--- src/rtl/psbc_pkg.sv ---
package psbc_pkg;

    localparam int COORD_BITS = 24;
    localparam int ABS_BITS   = COORD_BITS + 1;
    localparam int PROD_BITS  = 2 * ABS_BITS;
    localparam int CNT_BITS   = $clog2(ABS_BITS);
    localparam int CFG_BITS   = 2;

    typedef logic signed [COORD_BITS-1:0] coord_t;
    typedef logic [ABS_BITS-1:0]          mag_t;
    typedef logic [PROD_BITS-1:0]         prod_t;

    typedef enum logic [CFG_BITS-1:0] {
        CFG_MIN_X = 2'd0,
        CFG_MAX_X = 2'd1,
        CFG_MIN_Y = 2'd2,
        CFG_MAX_Y = 2'd3
    } cfg_idx_t;

    typedef enum logic [2:0] {
        ST_IDLE,
        ST_CLASS,
        ST_SETUP,
        ST_MUL,
        ST_CHOOSE,
        ST_DIV,
        ST_RES,
        ST_FIN
    } psbc_state_t;

    typedef struct packed {
        logic   mode;
        coord_t point_x;
        coord_t point_y;
    } psbc_in_t;

    typedef struct packed {
        coord_t seg_start_x;
        coord_t seg_start_y;
        coord_t seg_end_x;
        coord_t seg_end_y;
        logic   start_was_clipped;
        logic   end_was_clipped;
        logic   opens_polyline;
        logic   closes_polyline;
    } psbc_out_t;

    function automatic mag_t absdiff(input coord_t a, input coord_t b);
        logic signed [COORD_BITS:0] d;
        d = {a[COORD_BITS-1], a} - {b[COORD_BITS-1], b};
        return d[COORD_BITS] ? mag_t'(-d) : mag_t'(d);
    endfunction

endpackage

--- src/rtl/psbc_mul.sv ---
module psbc_mul (
    input  logic            clk,
    input  logic            rst_n,
    input  logic            start,
    input  psbc_pkg::mag_t  a,
    input  psbc_pkg::mag_t  b,
    output logic            done,
    output psbc_pkg::prod_t product
);
    import psbc_pkg::*;

    prod_t               prod_reg;
    mag_t                mcand_reg;
    logic                busy_reg;
    logic [CNT_BITS-1:0] cnt_reg;
    logic [ABS_BITS:0]   sum;

    assign sum     = {1'b0, prod_reg[PROD_BITS-1:ABS_BITS]}
                   + (prod_reg[0] ? {1'b0, mcand_reg} : '0);
    assign done    = busy_reg && (cnt_reg == CNT_BITS'(ABS_BITS - 1));
    assign product = prod_reg;

    always_ff @(posedge clk or negedge rst_n)
    begin
        if (!rst_n)
        begin
            busy_reg <= 1'b0;
            cnt_reg  <= '0;
        end
        else if (start)
        begin
            busy_reg <= 1'b1;
            cnt_reg  <= '0;
        end
        else if (busy_reg)
        begin
            busy_reg <= !done;
            cnt_reg  <= cnt_reg + 1'b1;
        end
    end

    always_ff @(posedge clk)
    begin
        if (start)
        begin
            prod_reg  <= {{ABS_BITS{1'b0}}, b};
            mcand_reg <= a;
        end
        else if (busy_reg)
        begin
            prod_reg <= {sum, prod_reg[ABS_BITS-1:1]};
        end
    end

endmodule

--- src/rtl/psbc_div.sv ---
module psbc_div (
    input  logic            clk,
    input  logic            rst_n,
    input  logic            start,
    input  psbc_pkg::prod_t num,
    input  psbc_pkg::mag_t  den,
    output logic            done,
    output psbc_pkg::mag_t  quot
);
    import psbc_pkg::*;

    mag_t                rem_reg;
    mag_t                quot_reg;
    mag_t                den_reg;
    logic                busy_reg;
    logic [CNT_BITS-1:0] cnt_reg;
    logic [ABS_BITS:0]   trial;
    logic                ge;

    assign trial = {rem_reg, quot_reg[ABS_BITS-1]};
    assign ge    = trial >= {1'b0, den_reg};
    assign done  = busy_reg && (cnt_reg == CNT_BITS'(ABS_BITS - 1));
    assign quot  = (den_reg == '0) ? '0 : quot_reg;

    always_ff @(posedge clk or negedge rst_n)
    begin
        if (!rst_n)
        begin
            busy_reg <= 1'b0;
            cnt_reg  <= '0;
        end
        else if (start)
        begin
            busy_reg <= 1'b1;
            cnt_reg  <= '0;
        end
        else if (busy_reg)
        begin
            busy_reg <= !done;
            cnt_reg  <= cnt_reg + 1'b1;
        end
    end

    always_ff @(posedge clk)
    begin
        if (start)
        begin
            rem_reg  <= num[PROD_BITS-1:ABS_BITS];
            quot_reg <= num[ABS_BITS-1:0];
            den_reg  <= den;
        end
        else if (busy_reg)
        begin
            rem_reg  <= ge ? mag_t'(trial - {1'b0, den_reg}) : mag_t'(trial);
            quot_reg <= {quot_reg[ABS_BITS-2:0], ge};
        end
    end

endmodule

--- src/rtl/polyline_segment_box_clipper_top.sv ---
// A move or a skipped draw runs ST_CLASS; an unclipped draw goes on to ST_FIN; a clipped
// draw adds ST_SETUP, ST_MUL, ST_CHOOSE, ST_DIV and ST_RES around the bit-serial multiply
// and divide before ST_FIN. Throughput: one word at a time; the input is freed on return to
// ST_IDLE, later while a result waits in ST_FIN for a full output register to be taken.
// A finished result waits in the output register while the next word is worked on.
// Reset (rst_n, asynchronous, active low) zeroes the box and pen and marks a new polyline.
module polyline_segment_box_clipper_top (
    input  logic                                clk,
    input  logic                                rst_n,
    input  logic                                in_valid,
    output logic                                in_ready,
    input  psbc_pkg::psbc_in_t                  in_data,
    output logic                                out_valid,
    input  logic                                out_ready,
    output psbc_pkg::psbc_out_t                 out_data,
    input  logic                                cfg_we,
    input  logic [psbc_pkg::CFG_BITS-1:0]       cfg_index,
    input  psbc_pkg::coord_t                    cfg_data
);
    import psbc_pkg::*;

    psbc_state_t state_reg, state_next;

    coord_t box_min_x_reg, box_max_x_reg, box_min_y_reg, box_max_y_reg;
    coord_t prev_x_reg, prev_y_reg;
    logic   pending_reg;
    logic   mode_reg;
    coord_t nx_reg, ny_reg;
    coord_t px_reg, py_reg, qx_reg, qy_reg;
    coord_t edge_x_reg, edge_y_reg;
    mag_t   ax_reg, by_reg, ay_reg, bx_reg;
    logic   s_out_reg, e_out_reg, opens_reg, xo_reg, yo_reg, use_x_reg;
    coord_t res_sx_reg, res_sy_reg, res_ex_reg, res_ey_reg;
    prod_t  num_reg;
    mag_t   den_reg;
    logic   out_valid_reg;
    psbc_out_t out_reg;
    logic   mul_go_reg;
    logic   div_go_reg;

    logic   s_out, e_out, xo, yo, use_x, load_out;
    logic   mul_start, mul_done, mul2_done, div_done;
    prod_t  m1, m2;
    mag_t   quot;
    coord_t pb, lo_b, hi_b, clip_v;
    logic   up;
    logic signed [COORD_BITS+1:0] r_wide, lo_w, hi_w;

    function automatic logic outside(input coord_t x, input coord_t y,
                                     input coord_t x0, input coord_t x1,
                                     input coord_t y0, input coord_t y1);
        return x < x0 || x > x1 || y < y0 || y > y1;
    endfunction

    assign s_out = outside(prev_x_reg, prev_y_reg, box_min_x_reg, box_max_x_reg,
                           box_min_y_reg, box_max_y_reg);
    assign e_out = outside(nx_reg, ny_reg, box_min_x_reg, box_max_x_reg,
                           box_min_y_reg, box_max_y_reg);
    assign xo    = qx_reg < box_min_x_reg || qx_reg > box_max_x_reg;
    assign yo    = qy_reg < box_min_y_reg || qy_reg > box_max_y_reg;
    assign use_x = xo_reg && (!yo_reg || m1 <= m2);

    assign pb     = use_x_reg ? py_reg : px_reg;
    assign up     = use_x_reg ? (qy_reg >= py_reg) : (qx_reg >= px_reg);
    assign lo_b   = use_x_reg ? box_min_y_reg : box_min_x_reg;
    assign hi_b   = use_x_reg ? box_max_y_reg : box_max_x_reg;
    assign r_wide = up ? ({{2{pb[COORD_BITS-1]}}, pb} + {1'b0, quot})
                       : ({{2{pb[COORD_BITS-1]}}, pb} - {1'b0, quot});
    assign lo_w   = {{2{lo_b[COORD_BITS-1]}}, lo_b};
    assign hi_w   = {{2{hi_b[COORD_BITS-1]}}, hi_b};
    assign clip_v = (r_wide < lo_w) ? lo_b
                  : (r_wide > hi_w) ? hi_b : r_wide[COORD_BITS-1:0];

    assign in_ready  = (state_reg == ST_IDLE);
    assign mul_start = mul_go_reg;
    assign load_out  = (state_reg == ST_FIN) && (!out_valid_reg || out_ready);
    assign out_valid = out_valid_reg;
    assign out_data  = out_reg;

    psbc_mul u_mul1 (
        .clk     (clk),
        .rst_n   (rst_n),
        .start   (mul_start),
        .a       (ax_reg),
        .b       (by_reg),
        .done    (mul_done),
        .product (m1)
    );

    psbc_mul u_mul2 (
        .clk     (clk),
        .rst_n   (rst_n),
        .start   (mul_start),
        .a       (ay_reg),
        .b       (bx_reg),
        .done    (mul2_done),
        .product (m2)
    );

    psbc_div u_div (
        .clk   (clk),
        .rst_n (rst_n),
        .start (div_go_reg),
        .num   (num_reg),
        .den   (den_reg),
        .done  (div_done),
        .quot  (quot)
    );

    always_comb
    begin
        state_next = state_reg;
        unique case (state_reg)
            ST_IDLE:
            begin
                if (in_valid)
                begin
                    state_next = ST_CLASS;
                end
            end
            ST_CLASS:
            begin
                if (!mode_reg || (s_out && e_out))
                begin
                    state_next = ST_IDLE;
                end
                else if (s_out || e_out)
                begin
                    state_next = ST_SETUP;
                end
                else
                begin
                    state_next = ST_FIN;
                end
            end
            ST_SETUP:
            begin
                state_next = ST_MUL;
            end
            ST_MUL:
            begin
                if (mul_done && mul2_done)
                begin
                    state_next = ST_CHOOSE;
                end
            end
            ST_CHOOSE:
            begin
                state_next = ST_DIV;
            end
            ST_DIV:
            begin
                if (div_done)
                begin
                    state_next = ST_RES;
                end
            end
            ST_RES:
            begin
                state_next = ST_FIN;
            end
            ST_FIN:
            begin
                if (load_out)
                begin
                    state_next = ST_IDLE;
                end
            end
            default:
            begin
                state_next = ST_IDLE;
            end
        endcase
    end

    always_ff @(posedge clk or negedge rst_n)
    begin
        if (!rst_n)
        begin
            state_reg     <= ST_IDLE;
            box_min_x_reg <= '0;
            box_max_x_reg <= '0;
            box_min_y_reg <= '0;
            box_max_y_reg <= '0;
            prev_x_reg    <= '0;
            prev_y_reg    <= '0;
            pending_reg   <= 1'b1;
            out_valid_reg <= 1'b0;
            mul_go_reg    <= 1'b0;
            div_go_reg    <= 1'b0;
        end
        else
        begin
            state_reg  <= state_next;
            mul_go_reg <= (state_reg == ST_SETUP);
            div_go_reg <= (state_reg == ST_CHOOSE);
            if (cfg_we)
            begin
                unique case (cfg_index)
                    CFG_MIN_X: box_min_x_reg <= cfg_data;
                    CFG_MAX_X: box_max_x_reg <= cfg_data;
                    CFG_MIN_Y: box_min_y_reg <= cfg_data;
                    CFG_MAX_Y: box_max_y_reg <= cfg_data;
                    default:   box_min_x_reg <= box_min_x_reg;
                endcase
            end
            if (state_reg == ST_CLASS)
            begin
                prev_x_reg <= nx_reg;
                prev_y_reg <= ny_reg;
                if (!mode_reg)
                begin
                    pending_reg <= 1'b1;
                end
                else if (!(s_out && e_out))
                begin
                    pending_reg <= e_out;
                end
            end
            if (load_out)
            begin
                out_valid_reg <= 1'b1;
            end
            else if (out_ready)
            begin
                out_valid_reg <= 1'b0;
            end
        end
    end

    always_ff @(posedge clk)
    begin
        if (in_valid && in_ready)
        begin
            mode_reg <= in_data.mode;
            nx_reg   <= in_data.point_x;
            ny_reg   <= in_data.point_y;
        end
        if (state_reg == ST_CLASS)
        begin
            s_out_reg  <= s_out;
            e_out_reg  <= e_out;
            opens_reg  <= pending_reg || s_out;
            res_sx_reg <= prev_x_reg;
            res_sy_reg <= prev_y_reg;
            res_ex_reg <= nx_reg;
            res_ey_reg <= ny_reg;
            px_reg     <= s_out ? nx_reg : prev_x_reg;
            py_reg     <= s_out ? ny_reg : prev_y_reg;
            qx_reg     <= s_out ? prev_x_reg : nx_reg;
            qy_reg     <= s_out ? prev_y_reg : ny_reg;
        end
        if (state_reg == ST_SETUP)
        begin
            xo_reg     <= xo;
            yo_reg     <= yo;
            edge_x_reg <= (qx_reg > box_max_x_reg) ? box_max_x_reg : box_min_x_reg;
            edge_y_reg <= (qy_reg > box_max_y_reg) ? box_max_y_reg : box_min_y_reg;
        end
        if (state_reg == ST_CHOOSE)
        begin
            use_x_reg <= use_x;
            den_reg   <= use_x ? bx_reg : by_reg;
            num_reg   <= (use_x ? m1 : m2)
                       + prod_t'(use_x ? (bx_reg >> 1) : (by_reg >> 1));
        end
        if (state_reg == ST_RES)
        begin
            if (s_out_reg)
            begin
                res_sx_reg <= use_x_reg ? edge_x_reg : clip_v;
                res_sy_reg <= use_x_reg ? clip_v : edge_y_reg;
            end
            else
            begin
                res_ex_reg <= use_x_reg ? edge_x_reg : clip_v;
                res_ey_reg <= use_x_reg ? clip_v : edge_y_reg;
            end
        end
        if (load_out)
        begin
            out_reg.seg_start_x       <= res_sx_reg;
            out_reg.seg_start_y       <= res_sy_reg;
            out_reg.seg_end_x         <= res_ex_reg;
            out_reg.seg_end_y         <= res_ey_reg;
            out_reg.start_was_clipped <= s_out_reg;
            out_reg.end_was_clipped   <= e_out_reg;
            out_reg.opens_polyline    <= opens_reg;
            out_reg.closes_polyline   <= e_out_reg;
        end
    end

    // Edge magnitudes are formed in the setup cycle, and the multipliers load them in the
    // cycle that follows.
    always_ff @(posedge clk)
    begin
        if (state_reg == ST_SETUP)
        begin
            ax_reg <= absdiff((qx_reg > box_max_x_reg) ? box_max_x_reg : box_min_x_reg,
                              px_reg);
            ay_reg <= absdiff((qy_reg > box_max_y_reg) ? box_max_y_reg : box_min_y_reg,
                              py_reg);
            by_reg <= absdiff(qy_reg, py_reg);
            bx_reg <= absdiff(qx_reg, px_reg);
        end
    end

endmodule

--- config.mk ---
export PLATFORM = sky130hd
export DESIGN_NAME = polyline_segment_box_clipper_top
export DESIGN_NICKNAME = d
export VERILOG_FILES = /design/src/rtl/psbc_pkg.sv /design/src/rtl/psbc_mul.sv /design/src/rtl/psbc_div.sv /design/src/rtl/polyline_segment_box_clipper_top.sv
export SDC_FILE = /design/constraint.sdc
export NUM_CORES = 2
export LEC_CHECK = 0
export BUFFER_PORTS_ARGS = -buffer_cell sky130_fd_sc_hd__buf_2
export CORE_MARGIN = 8
export CORE_UTILIZATION = 63
export CTS_BUF_LIST = sky130_fd_sc_hd__clkbuf_8
export DETAILED_ROUTE_END_ITERATION = 8
export PLACE_DENSITY_LB_ADDON = 0.1
export SETUP_SLACK_MARGIN = 0.05
export SKIP_LAST_GASP = 1
export SYNTH_ARGS = -nofsm -noshare
export SYNTH_HDL_FRONTEND = slang
export SYNTH_SLANG_ARGS = --single-unit
--- constraint.sdc ---
create_clock -name clk -period 17.95 [get_ports clk]
set_input_delay 0 -clock clk [delete_from_list [all_inputs] [get_ports clk]]
set_output_delay 0 -clock clk [all_outputs]
set_load 0.01 [all_outputs]
==> out/qor.csv <==
stage;metric;value;unit
run_status;status;finished clean;
yosys;synthesis.area;61600;sq um
cts;cts_tree;built;
yosys;synthTopCellsByCount;678 x nand2_1, 648 x edfxtp_1, 613 x ha_1;
detailed_routing;drtIter0Drc;6049;
detailed_routing;via_per_inst;6.54;
critical_path;required;18770;ps
cts;clock_latency;890;ps
detailed_routing;antenna_left;0;
global_route;grt_max_degree;99;
yosys;synth_top_area_share;31.6;%
cells_and_area;largest_register_ffs;99;
critical_path;crit_fanout;31;
cells_and_area;syn2layout_area_growth;11.6;%
critical_path;worstSetupStartpointType;register;
global_route;antenna_found_initial;15;
yosys;ys.flop_type;edfxtp_1;
yosys;synth_cells;6066;
yosys;ys_seq_area_share;43.2;%
floorplan;fp-row-count;114;
global_route;grt_overflow;0;
cts;cts_sinks;963;
yosys;synth-edff-count;648;
detailed_routing;firstDrtPassIters;8;
cts;postCtsSetupBuffers;0;
floorplan;die_area;108000;sq um
detailed_routing;wl_per_cell;27.6;microns
critical_path;r2r_slack;8190;ps
critical_path;crit_start;qx_reg[1];
yosys;async_flop_share;17.5;%
yosys;ys_warn_count;0;
critical_path;r2r_cells;34;
yosys;ys_ff_latch;963;
timing;max_slew_margin;8.69;%
cts;cts_root_buffer;clkbuf_8;
yosys;yosysTopAreaCell;edfxtp_1;
timing;fmax;102;MHz
global_route;grtUsageTotal;39.1;%
cells_and_area;drive_gt1_share;12.7;%
detailed_routing;wl;217000;microns
timing;setup_tns;0;ps
critical_path;end_kind;register;
floorplan;die_w;329;microns
cts;cts_made_buffers;160;
cts;clockBufferDepth;3;
timing;post-route-period-util;54.4;%
detailed_routing;detailroute.via_count;51300;
cts;clk_pin_slew;60;ps
yosys;syn_nets;6768;
timing;slew_viol_final;0;
floorplan;start_util;63.6;%
yosys;syn_area_per_cell;10.2;sq um
timing;tightest_slew;1370;ps
cells_and_area;fill_cells;7146;
critical_path;worstSetupPathType;reg -> reg;
critical_path;crit_end;res_sx_reg[15];
floorplan;core-area;96900;sq um
cells_and_area;seq_area;26600;sq um
cts;h-tree-depth;4;
timing;finalSetupViolCount;0;
timing;hold_viol_final;0;
worst_hold_path;min_path_type;in -> reg;
critical_path;regToRegStartpoint;qx_reg[1];
critical_path;regToRegEndpoint;res_sx_reg[15];
timing;min_period;9760;ps
detailed_routing;drc;0;
floorplan;ios;182;
place;gp_congestion;1.03;
floorplan;die_y;329;microns
job;cap_violations;0;
yosys;synth_area_leaders;edfxtp_1 32%, ha_1 12%, dfrtp_1 6.8%;
cells_and_area;nets;7138;
critical_path;path_common_cell;a21o_1;
yosys;ys_types;106;
timing;fin_skew;57.3;ps
critical_path;cpPeakStageDelay;760;ps
timing;rsz0062_at_grt;no;
global_route;grt_pass1_vias;49400;
cells_and_area;multi_input_area;33000;sq um
place;io_buffers;181;
critical_path;slowest_stage;a31oi_2;
critical_path;cp_data_arrival_time;10580;ps
place;place_hpwl;161000;microns
global_route;grt_pass1_wl;316000;microns
yosys;yosysMostFrequentCell;nand2_1;
==> layout by cell type, fill, tap and decap left out, drive strengths merged, types with 44 or more instances in the layout <==
| cell | instances |
|---|---|
| nand2b | 75 |
| xor2 | 117 |
| mux2i | 125 |
| dlygate4sd3 | 170 |
| ha | 613 |
| and2 | 67 |
| dfxtp | 146 |
| inv | 388 |
| nor2b | 80 |
| a22oi | 51 |
| o21ai | 316 |
| nand4 | 99 |
| nor3 | 152 |
| nor2 | 365 |
| o221a | 56 |
| a21o | 216 |
| a211oi | 44 |
| clkbuf | 176 |
| clkinv | 46 |
| a21oi | 332 |
| mux2 | 225 |
| edfxtp | 648 |
| dfrtp | 168 |
| o21a | 72 |
| buf | 248 |
| nand2 | 679 |
| nand3 | 85 |
| a31oi | 94 |
| xnor2 | 198 |
==> repair_timing <==
action,in CTS,in global routing
hold buffers,171,0
endpoints found under the setup margin,0,0
resized for setup,0,0
hold endpoints to repair,253,0
==> cells by family (layout without fill, tap and decap cells) <==
family                   Yosys count  count (layout)  synth area share (%)
other                              0              10                     0
multiplexers                     350             350                  6.14
adder cells (fa/ha/maj)          622             622                  12.7
flip-flops                       963             963                  43.2
buffers and inverters            537            1039                  3.36
AND/OR/NAND/NOR                 1805            1805                  13.9
XOR/XNOR                         316             316                  4.51
AO/OA/AOI/OAI                   1473            1473                  16.1
==> metrics by stage <==
stage	setup WS [ps]	instances	utilization, %	area [sq um]	hold slack, ps
final	8190	7854	71.0	68800	94.6
after detailed placement	8410	7379	66.0	63900	89.0
after CTS	8360	7844	71.0	68700	3.64
after global placement	8550	7379	66.0	63900	87.1
after global routing	7760	7846	71.0	68700	89.3
after floorplan	5190	6066	-	61600	-296
==> worst min-delay path by stage <==
stage / from / end / slack (ps) / cells past startpoint
4_1_cts: cfg_data[4] / box_max_y_reg[4] / 4 / 3
3_3_place_gp: rst_n / mul_go_reg / 90 / 1
6_report: cfg_data[17] / box_min_x_reg[17] / 90 / 4
5_1_grt: cfg_data[18] / box_max_x_reg[18] / 90 / 3
2_1_floorplan: rst_n / box_max_x_reg[0] / -300 / 0
3_5_place_dp: rst_n / mul_go_reg / 90 / 1
==> layer usage <==
metal | part of all wire [%] | track usage [%]
met3 | 11 | 10.6
met2 | 44 | 60.1
met4 | 8.3 | 27.6
met1 | 37 | 47.7
met5 | 0.042 | 0
==> worst max-delay path: cells and delay by family, from the launching register on <==
family / cells / cell delay, ps
AOI/OAI and AO/OA: 23 / 6640
adders and majority gates: 3 / 1040
buffers and inverters: 2 / 560
and+or+nand+nor: 5 / 710
xor gates and xnor gates: 1 / 210
DFF: 1 / 520
==> layout make-up <==
| type | count | area share, % |
|---|---|---|
| multi-input combinational | 4566 | 48.0 |
| sequential | 963 | 38.7 |
| timing repair buffer | 419 | 4.58 |
| clock buffer | 175 | 3.50 |
| tap | 1276 | 2.32 |
| inverter | 326 | 1.79 |
| clock inverter | 119 | 1.02 |
| antenna | 10 | 0.0364 |
Power is left out: the tool's default activity adds up to more than one toggle a clock period on the data nets, which glitch-free logic cannot reach.
